**src/pbd_pkg.sv**
```systemverilog
// ---------------------------------------------------------------------------
// pbd_pkg: shared types and constants for the pulse beat detector
// Field widths, function and register codes, reset values and the queue
// item that travels from the front end to the back end.
// ---------------------------------------------------------------------------
package pbd_pkg;

  // Rate history depth (1..16)
  localparam int RING_DEPTH = 4;
  localparam int RING_IDX_W = (RING_DEPTH > 1) ? $clog2(RING_DEPTH) : 1;

  // Field widths
  localparam int FUNC_W     = 2;
  localparam int SAMPLE_W   = 10;
  localparam int TIME_W     = 32;
  localparam int RATE_W     = 8;
  localparam int COUNT_W    = 5;
  localparam int TOTAL_W    = RATE_W + COUNT_W - 1;
  localparam int DIV_W      = 16;
  localparam int CFG_IDX_W  = 3;
  localparam int CFG_DATA_W = 16;

  // Function codes on the input channel
  localparam logic [FUNC_W-1:0] FUNC_SAMPLE = 2'd0;
  localparam logic [FUNC_W-1:0] FUNC_CLEAR  = 2'd1;
  localparam logic [FUNC_W-1:0] FUNC_LOAD   = 2'd2;

  // Configuration register indexes
  localparam logic [CFG_IDX_W-1:0] CFG_REFRACTORY = 3'd0;
  localparam logic [CFG_IDX_W-1:0] CFG_MIN_INT    = 3'd1;
  localparam logic [CFG_IDX_W-1:0] CFG_MAX_INT    = 3'd2;
  localparam logic [CFG_IDX_W-1:0] CFG_HYST       = 3'd3;
  localparam logic [CFG_IDX_W-1:0] CFG_INIT_THR   = 3'd4;

  // Reset values and arithmetic constants
  localparam logic [15:0]         REFRACTORY_RST = 16'd300;
  localparam logic [15:0]         MIN_INT_RST    = 16'd300;
  localparam logic [15:0]         MAX_INT_RST    = 16'd3000;
  localparam logic [SAMPLE_W-1:0] HYST_RST       = 10'd100;
  localparam logic [SAMPLE_W-1:0] INIT_THR_RST   = 10'd512;
  localparam logic [DIV_W-1:0]    RATE_NUM       = 16'd60000;
  localparam logic [RATE_W-1:0]   RATE_MAX       = 8'd255;

  // Decoded operation
  typedef enum logic [1:0] {
    OP_SAMPLE,
    OP_CLEAR,
    OP_LOAD,
    OP_NOP
  } op_t;

  // Queue entry between front and back end
  typedef struct packed {
    op_t                 op;
    logic [SAMPLE_W-1:0] sample;
    logic [TIME_W-1:0]   time_ms;
  } item_t;

endpackage

```
**src/pbd_front.sv**
```systemverilog
// ---------------------------------------------------------------------------
// pbd_front: input front end
// Accepts input transfers, decodes the function code and holds the items
// in a two-entry queue that the back end drains at its own pace.
// ---------------------------------------------------------------------------
module pbd_front import pbd_pkg::*; (
  input  logic                clk,
  input  logic                rst_n,
  input  logic                in_valid,
  output logic                in_ready,
  input  logic [FUNC_W-1:0]   in_func,
  input  logic [SAMPLE_W-1:0] in_sample,
  input  logic [TIME_W-1:0]   in_time_ms,
  output logic                q_valid,
  output item_t               q_item,
  input  logic                q_pop
);

  item_t      q_r [2];
  logic       wr_ptr_r;
  logic       rd_ptr_r;
  logic [1:0] cnt_r;
  item_t      item_in;
  logic       push;
  logic       pop;

  // Decode function code
  always_comb begin
    item_in.sample  = in_sample;
    item_in.time_ms = in_time_ms;
    case (in_func)
      FUNC_SAMPLE: item_in.op = OP_SAMPLE;
      FUNC_CLEAR:  item_in.op = OP_CLEAR;
      FUNC_LOAD:   item_in.op = OP_LOAD;
      default:     item_in.op = OP_NOP;
    endcase
  end

  assign in_ready = (cnt_r != 2'd2);
  assign q_valid  = (cnt_r != 2'd0);
  assign q_item   = q_r[rd_ptr_r];
  assign push     = in_valid && in_ready;
  assign pop      = q_pop && q_valid;

  // Queue pointers and fill count
  always_ff @(posedge clk) begin
    if (!rst_n) begin
      wr_ptr_r <= 1'b0;
      rd_ptr_r <= 1'b0;
      cnt_r    <= 2'd0;
    end else begin
      if (push) wr_ptr_r <= ~wr_ptr_r;
      if (pop)  rd_ptr_r <= ~rd_ptr_r;
      case ({push, pop})
        2'b10:   cnt_r <= cnt_r + 2'd1;
        2'b01:   cnt_r <= cnt_r - 2'd1;
        default: cnt_r <= cnt_r;
      endcase
    end
  end

  // Queue storage
  always_ff @(posedge clk) begin
    if (push) q_r[wr_ptr_r] <= item_in;
  end

endmodule

```
**src/pbd_div.sv**
```systemverilog
// ---------------------------------------------------------------------------
// pbd_div: iterative unsigned divider
// Restoring division, one quotient bit per cycle. done pulses for one
// cycle once the last step is taken, with the quotient on its output.
// ---------------------------------------------------------------------------
module pbd_div import pbd_pkg::*; (
  input  logic             clk,
  input  logic             rst_n,
  input  logic             start,
  input  logic [DIV_W-1:0] dividend,
  input  logic [DIV_W-1:0] divisor,
  output logic             done,
  output logic [DIV_W-1:0] quotient
);

  localparam int STEP_W = $clog2(DIV_W);

  logic [DIV_W-1:0]  quo_r;
  logic [DIV_W-1:0]  rem_r;
  logic [DIV_W-1:0]  dvs_r;
  logic [STEP_W-1:0] step_r;
  logic              busy_r;
  logic              done_r;
  logic [DIV_W:0]    rem_sh;
  logic [DIV_W:0]    trial;
  logic              fits;

  // One restoring step
  assign rem_sh   = {rem_r, quo_r[DIV_W-1]};
  assign trial    = rem_sh - {1'b0, dvs_r};
  assign fits     = !trial[DIV_W];
  assign done     = done_r;
  assign quotient = quo_r;

  // Step control
  always_ff @(posedge clk) begin
    if (!rst_n) begin
      busy_r <= 1'b0;
      done_r <= 1'b0;
      step_r <= '0;
    end else begin
      // pulse once the last step is taken
      done_r <= busy_r && !start && (step_r == STEP_W'(DIV_W - 1));
      if (start) begin
        busy_r <= 1'b1;
        step_r <= '0;
      end else if (busy_r) begin
        step_r <= step_r + 1'b1;
        if (step_r == STEP_W'(DIV_W - 1)) busy_r <= 1'b0;
      end
    end
  end

  // Remainder and quotient shift
  always_ff @(posedge clk) begin
    if (start) begin
      quo_r <= dividend;
      rem_r <= '0;
      dvs_r <= divisor;
    end else if (busy_r) begin
      rem_r <= fits ? trial[DIV_W-1:0] : rem_sh[DIV_W-1:0];
      quo_r <= {quo_r[DIV_W-2:0], fits};
    end
  end

endmodule

```
**src/pbd_back.sv**
```systemverilog
// ---------------------------------------------------------------------------
// pbd_back: detector back end
// Holds the configuration and detector state, runs one queued item at a
// time through a sequencer (update, rate division, ring sum, mean
// division) and presents the result in an output register.
// ---------------------------------------------------------------------------
module pbd_back import pbd_pkg::*; (
  input  logic                  clk,
  input  logic                  rst_n,
  input  logic                  q_valid,
  input  item_t                 q_item,
  output logic                  q_pop,
  input  logic                  cfg_we,
  input  logic [CFG_IDX_W-1:0]  cfg_index,
  input  logic [CFG_DATA_W-1:0] cfg_data,
  output logic                  out_valid,
  input  logic                  out_ready,
  output logic                  out_beat,
  output logic [RATE_W-1:0]     out_bpm,
  output logic [COUNT_W-1:0]    out_reading_count
);

  // Sequencer states
  localparam logic [2:0] S_IDLE  = 3'd0;
  localparam logic [2:0] S_EXEC  = 3'd1;
  localparam logic [2:0] S_RATE  = 3'd2;
  localparam logic [2:0] S_SUM   = 3'd3;
  localparam logic [2:0] S_MEAN  = 3'd4;
  localparam logic [2:0] S_MWAIT = 3'd5;
  localparam logic [2:0] S_OUT   = 3'd6;

  logic [2:0]            state_r;
  item_t                 cur_r;

  // Configuration
  logic [15:0]           refr_r;
  logic [15:0]           min_int_r;
  logic [15:0]           max_int_r;
  logic [SAMPLE_W-1:0]   hyst_r;

  // Detector state
  logic [RATE_W-1:0]     ring_r [RING_DEPTH];
  logic [RING_IDX_W-1:0] ptr_r;
  logic [RING_IDX_W-1:0] ptr_nxt;
  logic [TIME_W-1:0]     int_start_r;
  logic [TIME_W-1:0]     last_det_r;
  logic                  flag_r;
  logic [SAMPLE_W-1:0]   thr_r;
  logic [SAMPLE_W-1:0]   thr_nxt;

  // Per-item working registers
  logic                  beat_r;
  logic [RING_IDX_W-1:0] idx_r;
  logic [TOTAL_W-1:0]    total_r;
  logic [COUNT_W-1:0]    count_r;
  logic [RATE_W-1:0]     bpm_r;

  // Output register
  logic                  out_valid_r;
  logic                  out_beat_r;
  logic [RATE_W-1:0]     out_bpm_r;
  logic [COUNT_W-1:0]    out_count_r;

  // Update logic
  logic [TIME_W-1:0]     since_det;
  logic [TIME_W-1:0]     interval;
  logic                  is_beat;
  logic                  in_range;
  logic [SAMPLE_W:0]     rearm_lvl;
  logic                  rearm;
  logic [14:0]           thr_iir;
  logic [RATE_W-1:0]     ring_entry;
  logic [RATE_W-1:0]     rate_sat;

  // Divider hookup
  logic                  div_start;
  logic [DIV_W-1:0]      div_dividend;
  logic [DIV_W-1:0]      div_divisor;
  logic                  div_done;
  logic [DIV_W-1:0]      div_quo;

  // Beat decision and interval check
  assign since_det = cur_r.time_ms - last_det_r;
  assign interval  = cur_r.time_ms - int_start_r;
  assign is_beat   = (cur_r.op == OP_SAMPLE) && (cur_r.sample > thr_r) && !flag_r &&
                     (since_det > {16'd0, refr_r});
  assign in_range  = (interval > {16'd0, min_int_r}) && (interval < {16'd0, max_int_r});

  // Re-arm level; a negative level never re-arms
  assign rearm_lvl = {1'b0, thr_r} - {1'b0, hyst_r};
  assign rearm     = !rearm_lvl[SAMPLE_W] && (cur_r.sample < rearm_lvl[SAMPLE_W-1:0]);

  // Threshold smoothing: (31*thr + sample) / 32
  assign thr_iir = {thr_r, 5'd0} - {5'd0, thr_r} + {5'd0, cur_r.sample};
  assign thr_nxt = thr_iir[14:5];

  assign ptr_nxt    = (ptr_r == RING_IDX_W'(RING_DEPTH - 1)) ? '0 : ptr_r + 1'b1;
  assign ring_entry = ring_r[idx_r];
  assign rate_sat   = (div_quo > {8'd0, RATE_MAX}) ? RATE_MAX : div_quo[RATE_W-1:0];

  // Divider operand select: rate in update step, mean afterwards
  always_comb begin
    div_start    = 1'b0;
    div_dividend = DIV_W'(total_r);
    div_divisor  = DIV_W'(count_r);
    if (state_r == S_EXEC) begin
      div_start    = is_beat && in_range;
      div_dividend = RATE_NUM;
      div_divisor  = interval[DIV_W-1:0];
    end else if (state_r == S_MEAN) begin
      div_start    = (count_r != '0);
    end
  end

  assign q_pop             = (state_r == S_IDLE);
  assign out_valid         = out_valid_r;
  assign out_beat          = out_beat_r;
  assign out_bpm           = out_bpm_r;
  assign out_reading_count = out_count_r;

  pbd_div u_div (
    .clk      (clk),
    .rst_n    (rst_n),
    .start    (div_start),
    .dividend (div_dividend),
    .divisor  (div_divisor),
    .done     (div_done),
    .quotient (div_quo)
  );

  // Current item capture
  always_ff @(posedge clk) begin
    if (state_r == S_IDLE && q_valid) cur_r <= q_item;
  end

  // Sequencer, detector state, configuration and output register
  always_ff @(posedge clk) begin
    if (!rst_n) begin
      state_r     <= S_IDLE;
      refr_r      <= REFRACTORY_RST;
      min_int_r   <= MIN_INT_RST;
      max_int_r   <= MAX_INT_RST;
      hyst_r      <= HYST_RST;
      for (int i = 0; i < RING_DEPTH; i++) ring_r[i] <= '0;
      ptr_r       <= '0;
      int_start_r <= '0;
      last_det_r  <= '0;
      flag_r      <= 1'b0;
      // threshold returns to the INIT_THR_RST default here as well
      thr_r       <= INIT_THR_RST;
      beat_r      <= 1'b0;
      idx_r       <= '0;
      total_r     <= '0;
      count_r     <= '0;
      bpm_r       <= '0;
      out_valid_r <= 1'b0;
      out_beat_r  <= 1'b0;
      out_bpm_r   <= '0;
      out_count_r <= '0;
    end else begin
      // Configuration writes; writes to the initial threshold index are ignored
      if (cfg_we) begin
        case (cfg_index)
          CFG_REFRACTORY: refr_r    <= cfg_data;
          CFG_MIN_INT:    min_int_r <= cfg_data;
          CFG_MAX_INT:    max_int_r <= cfg_data;
          CFG_HYST:       hyst_r    <= cfg_data[SAMPLE_W-1:0];
          CFG_INIT_THR:   ;
          default:        ;
        endcase
      end

      // S_OUT reloads the output register itself
      if (out_valid_r && out_ready && (state_r != S_OUT)) out_valid_r <= 1'b0;

      case (state_r)
        S_IDLE: begin
          if (q_valid) state_r <= S_EXEC;
        end

        S_EXEC: begin
          beat_r  <= is_beat;
          idx_r   <= '0;
          total_r <= '0;
          count_r <= '0;
          state_r <= (is_beat && in_range) ? S_RATE : S_SUM;
          case (cur_r.op)
            OP_SAMPLE: begin
              if (is_beat) begin
                flag_r      <= 1'b1;
                last_det_r  <= cur_r.time_ms;
                int_start_r <= cur_r.time_ms;
              end else begin
                if (rearm) flag_r <= 1'b0;
                thr_r <= thr_nxt;
              end
            end
            OP_CLEAR: begin
              for (int i = 0; i < RING_DEPTH; i++) ring_r[i] <= '0;
              ptr_r       <= '0;
              int_start_r <= '0;
              flag_r      <= 1'b0;
            end
            OP_LOAD: thr_r <= cur_r.sample;
            default: ;
          endcase
        end

        // Wait for 60000 / interval, store saturated rate
        S_RATE: begin
          if (div_done) begin
            ring_r[ptr_r] <= rate_sat;
            ptr_r         <= ptr_nxt;
            state_r       <= S_SUM;
          end
        end

        // Sum nonzero ring entries, one per cycle
        S_SUM: begin
          if (ring_entry != '0) begin
            total_r <= total_r + TOTAL_W'(ring_entry);
            count_r <= count_r + 1'b1;
          end
          idx_r <= idx_r + 1'b1;
          if (idx_r == RING_IDX_W'(RING_DEPTH - 1)) state_r <= S_MEAN;
        end

        S_MEAN: begin
          if (count_r == '0) begin
            bpm_r   <= '0;
            state_r <= S_OUT;
          end else begin
            state_r <= S_MWAIT;
          end
        end

        S_MWAIT: begin
          if (div_done) begin
            bpm_r   <= div_quo[RATE_W-1:0];
            state_r <= S_OUT;
          end
        end

        // Load the output register once it is free
        S_OUT: begin
          if (!out_valid_r || out_ready) begin
            out_valid_r <= 1'b1;
            out_beat_r  <= beat_r;
            out_bpm_r   <= bpm_r;
            out_count_r <= count_r;
            state_r     <= S_IDLE;
          end
        end

        default: state_r <= S_IDLE;
      endcase
    end
  end

endmodule

```
**src/pulse_beat_detect_bpm.sv**
```systemverilog
// ---------------------------------------------------------------------------
// pulse_beat_detect_bpm: pulse beat detector with rate averaging
// Detects beats against an adaptive threshold, keeps a ring of recent
// rates (60000 / interval) and reports their mean with every result.
//
//   channel  signals                                    transfer when
//   -------  -----------------------------------------  -----------------
//   in       in_func, in_sample, in_time_ms             in_valid&in_ready
//   out      out_beat, out_bpm, out_reading_count       out_valid&out_ready
//   cfg      cfg_index, cfg_data                        cfg_we
//
// In the back end the restoring divider runs once for a stored rate and
// once for the mean, and the ring sum steps through its entries in turn.
// Front and back are parted by a two-entry queue, so input transfers go on
// until it fills while the back end works or the output register waits.
// rst_n is synchronous; no clearing pass is needed.
// ---------------------------------------------------------------------------
module pulse_beat_detect_bpm import pbd_pkg::*; (
  input  logic                  clk,
  input  logic                  rst_n,
  input  logic                  in_valid,
  output logic                  in_ready,
  input  logic [FUNC_W-1:0]     in_func,
  input  logic [SAMPLE_W-1:0]   in_sample,
  input  logic [TIME_W-1:0]     in_time_ms,
  output logic                  out_valid,
  input  logic                  out_ready,
  output logic                  out_beat,
  output logic [RATE_W-1:0]     out_bpm,
  output logic [COUNT_W-1:0]    out_reading_count,
  input  logic                  cfg_we,
  input  logic [CFG_IDX_W-1:0]  cfg_index,
  input  logic [CFG_DATA_W-1:0] cfg_data
);

  logic  q_valid;
  item_t q_item;
  logic  q_pop;

  // Accept and decode
  pbd_front u_front (
    .clk        (clk),
    .rst_n      (rst_n),
    .in_valid   (in_valid),
    .in_ready   (in_ready),
    .in_func    (in_func),
    .in_sample  (in_sample),
    .in_time_ms (in_time_ms),
    .q_valid    (q_valid),
    .q_item     (q_item),
    .q_pop      (q_pop)
  );

  // Execute and report
  pbd_back u_back (
    .clk               (clk),
    .rst_n             (rst_n),
    .q_valid           (q_valid),
    .q_item            (q_item),
    .q_pop             (q_pop),
    .cfg_we            (cfg_we),
    .cfg_index         (cfg_index),
    .cfg_data          (cfg_data),
    .out_valid         (out_valid),
    .out_ready         (out_ready),
    .out_beat          (out_beat),
    .out_bpm           (out_bpm),
    .out_reading_count (out_reading_count)
  );

endmodule

```
**config.mk**
```make
export PLATFORM = sky130hd
export DESIGN_NAME = pulse_beat_detect_bpm
export DESIGN_NICKNAME = d
export VERILOG_FILES = /design/src/pbd_pkg.sv /design/src/pbd_front.sv /design/src/pbd_div.sv /design/src/pbd_back.sv /design/src/pulse_beat_detect_bpm.sv
export SDC_FILE = /design/constraint.sdc
export NUM_CORES = 1
export LEC_CHECK = 0
export BUFFER_PORTS_ARGS = -buffer_cell sky130_fd_sc_hd__clkbuf_2
export CORE_UTILIZATION = 57
export CTS_CLUSTER_DIAMETER = 200
export DETAILED_ROUTE_END_ITERATION = 8
export GPL_TIMING_DRIVEN = 0
export PLACE_DENSITY_LB_ADDON = 0.15
export SYNTH_ARGS = -nofsm -noshare
export SYNTH_HDL_FRONTEND = slang
export SYNTH_SLANG_ARGS = --single-unit
```
**constraint.sdc**
```tcl
create_clock -name clk -period 5.97 [get_ports clk]
set_input_delay 0.2985 -clock clk [delete_from_list [all_inputs] [get_ports clk]]
set_output_delay 0.2985 -clock clk [all_outputs]
set_load 0.005 [all_outputs]
```
# [Word level (Yosys, flattened, before mapping)]
# Memories as Yosys holds them, arrays and structs flattened. A register that Yosys moved wholly into a read port is not among the register bits.
# Cells that the tools add are included.
[op_classes] n_addsub=13 magnitude_cmp=6 n_eq_ne=31 muxes=63 bitwise_logic=7 reduce_logical=48
[ops] operator="$gt 32x16->1" count=2
[ops] operator="$mux 16" count=4
[ops] operator="$mux 8" count=8
[ops] operator="$pmux 32 s2" count=1
[ops] operator="$sub 32x32->32" count=2
[ops] operator="$lt 32x16->1" count=1
[ops] operator="$mux 32" count=1
[ops] operator="$pmux 12 s2" count=1
[ops] operator="$mux 1" count=23
[ops] operator="$pmux 3 s7" count=1
[ops] operator="$pmux 10 s2" count=1
[ops] operator="$reduce_and 3->1" count=6
[ops] operator="$sub 17x16->17" count=1
[ops] operator="$gt 16x8->1 const B" count=1
[ops] operator="$pmux 8 s2" count=1
[ops] operator="$reduce_bool 2->1" count=8
[ops] operator="$add 15x10->15" count=1
[ops] operator="$mux 3" count=5
[ops] operator="$sub 15x10->15" count=1
[ops] operator="$mux 2" count=7
[ops] operator="$add 12x8->12" count=1
[ops] operator="$eq 3x2->1 const B" count=4
[ops] operator="$logic_and 1x1->1" count=12
[ops] operator="$mux 12" count=1
[ops] operator="other kinds (35)" count=74
[word_totals] regBits=239 ramBits=120 in_bits=68 out_inout_bits=16 elab_cells=199 memories=2
[mem_list] name="u_front.q_r" words=2 width=44 read_ports=1 rd_clocked_by_memory_dff=1 wr=1 line="pbd_front.sv:19" source="item_t q_r [2];"
[mem_list] name="u_back.ring_r" words=4 width=8 read_ports=1 rd_clocked_by_memory_dff=1 wr=4 line="pbd_back.sv:42" source="logic [RATE_W-1:0] ring_r [RING_DEPTH];"

# [Longest topological paths before layout]
[depth] depth_word=9 depth_mapped=24 depth_no_buf=22

# [Modules after synthesis]
# A second synthesis with hierarchy kept.
[unflattened] cells_unflattened=2503 hier_area_um2=23512.6
[modules_own_cells] module="pbd_back" n_inst=1 cells_per_inst=2022 area_per_inst_um2=16945.0 seq_area_each_um2=5945.7
[modules_own_cells] module="pbd_front" n_inst=1 cells_per_inst=163 area_per_inst_um2=3405.8 seq_area_each_um2=2742.6
[modules_own_cells] module="pbd_div" n_inst=1 cells_per_inst=318 area_per_inst_um2=3161.8 seq_area_each_um2=1401.3

# [Worst setup path after synthesis]
# No wires, ideal clock.
[synth_path] path_type="register -> register" start="register u_back.state_r[1]" end="register u_front.cnt_r[1]" setup_time_ps=70 t_arrival_ps=6330 required_time_ps=5900 slack_ps=-431 stages_incl_launch_ff=6 n_path_buf=1 period_less_slack_ps=6401 cell_sequence="dfxtp_1 clkbuf_1 nor4_1 ha_1 or3_1 a21oi_1"
[synth_via] elab_chain_cells=4 elab_cells_between_ends=6 cone_classes="eq/ne (2); mux (1); reduce/logical (3)"
[synth_lines] element="from (decl)" line="pbd_back.sv:32" source="logic [2:0] state_r;"
[synth_lines] element="from (signal assigned)" line="pbd_back.sv:186" source="state_r <= (is_beat && in_range) ? S_RATE : S_SUM;"
[synth_lines] element="$logic_not 3->1 (*)" line="pbd_back.sv:115" source="assign q_pop = (state_r == S_IDLE);"
[synth_lines] element="$logic_and 1x1->1 (*)" line="pbd_front.sv:43" source="assign pop = q_pop && q_valid;"
[synth_lines] element="named net u_front.pop" line="pbd_front.sv:25" source="logic pop;"
[synth_lines] element="$eq 2x1->1 / $eq 2x2->1 (equally long branches)" line="pbd_front.sv:54" source="case ({push, pop})"
[synth_lines] element="$pmux 2 s2 / $reduce_bool 2->1 (equally long branches)"
[synth_lines] element="to (signal assigned)" line="pbd_front.sv:55" source="2'b10: cnt_r <= cnt_r + 2'd1;"
[synth_lines] element="to (signal assigned)" line="pbd_front.sv:56" source="2'b01: cnt_r <= cnt_r - 2'd1;"
[synth_lines] element="to (signal assigned)" line="pbd_front.sv:57" source="default: cnt_r <= cnt_r;"
[synth_lines] element="to (decl)" line="pbd_front.sv:22" source="logic [1:0] cnt_r;"
# Mark *: on every way through the listed nets, which the timed path passes. The rest lies on a longest branch.
# A chain may end at the register's enable or synchronous reset.

# [Worst setup path in the final report]
[layout_path] start="register, netlist name u_back.cur_r[6]" end="register u_back.u_div.quo_r[2], in the netlist u_back.u_div.quotient[2] (enable)"
[layout_via] elab_chain_cells=6 elab_cells_between_ends=10 cone_classes="add/sub (2); order compare (3); mux (1); reduce/logical (4)"
[layout_lines] element="$sub 32x32->32 (on tied branches)" line="pbd_back.sv:83, pbd_back.sv:84"
[layout_lines] element="$gt 32x16->1 (tied with other cells)" line="pbd_back.sv:86" source="(since_det > {16'd0, refr_r});"
[layout_lines] element="$logic_and 1x1->1 (on tied branches)" line="pbd_back.sv:85, pbd_back.sv:87"
[layout_lines] element="$logic_and 1x1->1 (*)" line="pbd_back.sv:107" source="div_start = is_beat && in_range;"
[layout_lines] element="$mux 1 (*)" line="pbd_back.sv:106" source="if (state_r == S_EXEC) begin"
[layout_lines] element="$reduce_bool 2->1 (no source line) (*)"
[layout_lines] element="to (signal assigned)" line="pbd_div.sv:57" source="quo_r <= dividend;"
[layout_lines] element="to (signal assigned)" line="pbd_div.sv:62" source="quo_r <= {quo_r[DIV_W-2:0], fits};"
[layout_lines] element="to (decl)" line="pbd_div.sv:18" source="logic [DIV_W-1:0] quo_r;"
# Mark *: on every way between the ends. The rest lies on a longest branch, timed or not.

==> key figures <==
Finish
  • Multi-input gate area: approximately 0.012 mm²
  • Layout cells sized above 1: 10.00%
  • Final Util: between 60% and 70%
  • Area grow syn2layout: 14.41%
  • Register area: around 0.010 mm²
  • Antenna diode count: 0
  • Final Non-Filler Cells: roughly 3.2k
  • # fillers: 3121
  • NumNets Final: slightly below 3k
  • Post-route cell area: about 0.026 mm²

Worst setup path
  • R2R Setup Slk: about 0.15 ns
  • CP startpoint: u_back.cur_r[6]
  • Max FO, Critical Path: 10
  • Reg2reg start: u_back.cur_r[6]
  • CP Launch Type: register
  • Nature of the critical path endpoint: register
  • Reg2reg end: u_back.u_div.quotient[2]
  • Worst Path Arrival: 6.13 ns
  • Critical path class: register to register
  • Worst EP required: ~6.3 ns
  • Worst reg-to-reg path cell count: 21

GRT
  • Initial antenna violation count: 0
  • Overflow after GRT: 0
  • Global-route wire length before repair: 96770 µm
  • Largest net degree at the start of global routing: 35
  • Total GRT Usage: between 20 and 30%
  • Vias in the first global route: ~18k

Clock network
  • Max Root-Sink Buffers: 3
  • CTS tree: built
  • CTS buffer count: 43
  • Skew-Pair Late Insertion Delay: 0.58 ns
  • Clk sinks: 405
  • Clock Tree Root: clkbuf_16
  • H-tree depth: 2
  • CTS clock-pin slew for the worst setup and hold paths: roughly 0.060 ns

Yosys
  • Ys async rst share: 0%
  • Total nets after synthesis: ~2.7k
  • Post-synthesis instance area: around 0.023 mm²
  • Post-synth EDFFs: 196
  • Distinct cells, synth: 73
  • Share of the yosys chip area belonging to registers: between 40 and 50%
  • Cells after synthesis: about 2.4k
  • Mean Syn Cell Area: slightly above 9 µm²
  • Synth warn: 0
  • Synth Flop Type: dfxtp_1
  • Seq cells post-synth: 405

Timing
  • Fin crit period: 5.815 ns
  • # setup viols final: 0
  • Final Hold Fails: 0
  • Final Slew Violations: 0
  • PnR worst setup slack: ~0.15 ns
  • Clock Skew: between 0.015 and 0.02 ns
  • Period utilization: approximately 100%
  • Relative slew slack: around 31%
  • Highest Clock Rate: about 0.17 GHz
  • Slew @ Worst Pin: around 1.0 ns

Placement
  • Routability Congestion: a little under 0.9
  • Post-DP HPWL: 45550 µm
  • Placed cell area: 0.02383 mm²
  • Place WS: -0.8151 ns
  • Port bufs: 80
  • Cells after DPL: 3041

Pwr
  • Leakage power: 9.833 nW
  • Worst IR drop on VDD: approximately 0.3 mV
  • Power share of the clock group: 21.3%
  • P_int: 7.314 mW
  • Switching part of the total: about 42%
  • Power Density: between 400 and 500 mW/mm²
  • Sequential share of power: between 20 and 30%
  • Sw power: roughly 5.2 mW
  • Combinational share of power: approximately half

Route
  • Vias per inst: between 5 and 6
  • Final ANT Viol Nets: 0
  • Initial DRC Count: between 1.5k and 2k
  • Residual DRC: 0
  • DRT Pass-1 Iters: 7
  • Via count: about 19k
  • Routed wire length per instance: 19.05 µm
  • WL final: between 60000 and 70000 µm

Die
  • I/O pins: between 80 and 90
  • Die area: about 0.041 mm²
  • Core area: about 0.039 mm²
  • Effective utilization at floorplan: about 58%
  • Die width: between 200 and 250 µm
  • Die Y: ~200 µm
  • Row cnt: 72

Job
  • Maxcap violations: 0

Hold path
  • Worst Hold Path Cells: 3
  • Worst Hold Endpoint: u_back.refr_r[1]
  • Worst Hold Class: input pin to register
  • Worst Hold Launch: cfg_data[1]

Outcome
  • Run status: finished, final reports clean
[worst max path at each step]
stage | endpoint | slack, ns | depth (start not counted)
after floorplan | u_back.u_div.quotient[0] | 0.46 | 20
after global placement | u_back.u_div.quotient[1] | -0.83 | 20
after detailed placement | u_back.u_div.quotient[2] | -0.82 | 20
after CTS | u_back.u_div.quotient[0] | -0.04 | 20
after global routing | u_back.u_div.quotient[15] | -0.02 | 21
final | u_back.u_div.quotient[2] | 0.15 | 21
[critical path: stages, from the launching register on]
cell	delay (ns)
edfxtp_1	0.49
ha_4	0.28
or2_2	0.31
o311ai_4	0.09
a21oi_4	0.08
a311oi_4	0.32
o21ai_2	0.12
a21o_1	0.20
a21oi_1	0.17
xnor2_1	0.10
ha_1	0.30
nand4_1	0.16
or4_1	0.60
a21oi_1	0.17
and4_1	0.24
o2111ai_1	0.13
or4_4	0.48
o41ai_4	0.39
buf_6	0.19
nor4_4	0.07
buf_6	0.20
or3_4	0.46
[layout by cell type, fill, tap and decap left out, types with 9 or more instances in the layout]
cell / n
nor4_1: 15
dlygate4sd3_1: 44
xor2_1: 33
a211oi_1: 18
o21ai_0: 140
mux2i_1: 36
nor2_1: 202
mux2_2: 47
a21oi_1: 258
fa_1: 11
nand2b_1: 26
buf_4: 11
a21o_1: 27
o21a_1: 18
o21bai_1: 11
and2_1: 23
edfxtp_1: 196
clkbuf_16: 44
or3_1: 9
xnor2_1: 48
clkbuf_1: 97
inv_1: 197
o211ai_1: 35
clkbuf_2: 80
nand4_1: 36
buf_2: 9
nand2_1: 254
nor2b_1: 22
nand3_1: 70
and3_1: 9
dfxtp_1: 209
ha_1: 180
nand3b_1: 10
nor3_1: 54
[registers in the layout (all words and copies together), names as in the netlist, 3 cells and up, named ones only]
signal / count
u_back.out_reading_count: 5
u_back.hyst_r: 10
u_back.ring_r: 32
u_back.last_det_r: 32
u_back.min_int_r: 16
u_back.u_div.step_r: 4
u_back.cur_r: 44
u_back.int_start_r: 32
u_back.max_int_r: 16
u_back.u_div.rem_r: 16
u_front.q_r: 88
u_back.thr_r: 10
u_back.u_div.quotient: 16
u_back.bpm_r: 8
u_back.u_div.dvs_r: 16
u_back.count_r: 5
u_back.state_r: 3
u_back.refr_r: 16
u_back.out_bpm: 8
u_back.total_r: 12
[Yosys cell counts, types with 16 or more instances]
library cell | n | area [µm²]
nand4_1 | 36 | 225.2
a21o_1 | 27 | 202.7
inv_1 | 197 | 739.5
nor2_1 | 204 | 765.7
a21oi_1 | 260 | 1301
o21ai_0 | 142 | 710.7
o211ai_1 | 35 | 262.8
nor2b_1 | 22 | 137.6
xnor2_1 | 50 | 437.9
nand3_1 | 70 | 350.3
ha_1 | 184 | 2302
a211oi_1 | 19 | 142.6
mux2_2 | 47 | 529.3
nor4_1 | 16 | 100.1
mux2i_1 | 36 | 360.4
nand2b_1 | 26 | 162.7
clkbuf_1 | 88 | 330.3
dfxtp_1 | 209 | 4184
edfxtp_1 | 196 | 5886
and2_1 | 23 | 143.9
nor3_1 | 55 | 275.3
nand2_1 | 254 | 953.4
o21a_1 | 18 | 135.1
xor2_1 | 33 | 289.0
[cells by family (layout without fill, tap and decap cells)]
logic type | count (synthesis) | count (layout) | synth area share, %
compound gates | 604 | 604 | 16.07
xor+xnor | 83 | 83 | 3.204
fa+ha+maj | 195 | 195 | 11.12
buf+inv | 302 | 521 | 5.107
flops | 405 | 405 | 44.39
mux | 91 | 91 | 4.716
simple gates | 758 | 760 | 15.39
[stage by stage]
step | setup TNS [ns] | hold slack [ns] | power (mW)
detailed placement | -42.55 | 0.4482 | 9.533
global placement | -40.73 | 0.4439 | 9.320
CTS | -1.097 | 0.01971 | 12.27
floorplan | 0 | 0.3974 | 7.949
global route | -0.2264 | 0.03642 | 13.39
finish | 0 | 0.05119 | 12.52
[final cells by class]
class                           instances  area share (%)
Clock inverter                         23          0.7955
Tap cell                              518           2.497
Inverter                              197           2.849
Clock buffer                           57           4.546
Timing Repair Buffer                  140           3.857
Buffer                                104           1.634
Sequential cell                       405           38.80
Multi-Input combinational cell       1733           45.02
[repair_timing]
| action | in CTS | in global routing |
|---|---|---|
| hold buffers | 44 | 0 |
| gates cloned | 0 | 2 |
| setup buffers | 2 | 9 |
| setup endpoints to repair | 147 | 146 |
| gates resized for setup | 11 | 27 |
| pin swaps | 2 | 7 |
| hold endpoints to repair | 88 | 0 |
[routing by layer]
layer | track usage [%] | vias to the layer above | routed length [µm]
li1 | - | 9071 | -
met1 | 41.21 | 8832 | 26740
met2 | 48.77 | 575 | 28220
met3 | 4.033 | 107 | 3892
met4 | 10.06 | 0 | 1670
met5 | 0 | - | 0
[power by group through the flow]
stage               combinational (mW)  clock (mW)  sequential (mW)
floorplan                         4.33           0             3.62
global placement                  5.54           0             3.78
detailed placement                5.77           0             3.77
CTS                               5.87        2.69             3.71
global route                      6.82        2.81             3.76
finish                            6.13        2.66             3.73
No activity file was read; power rests on OpenSTA's default activity.
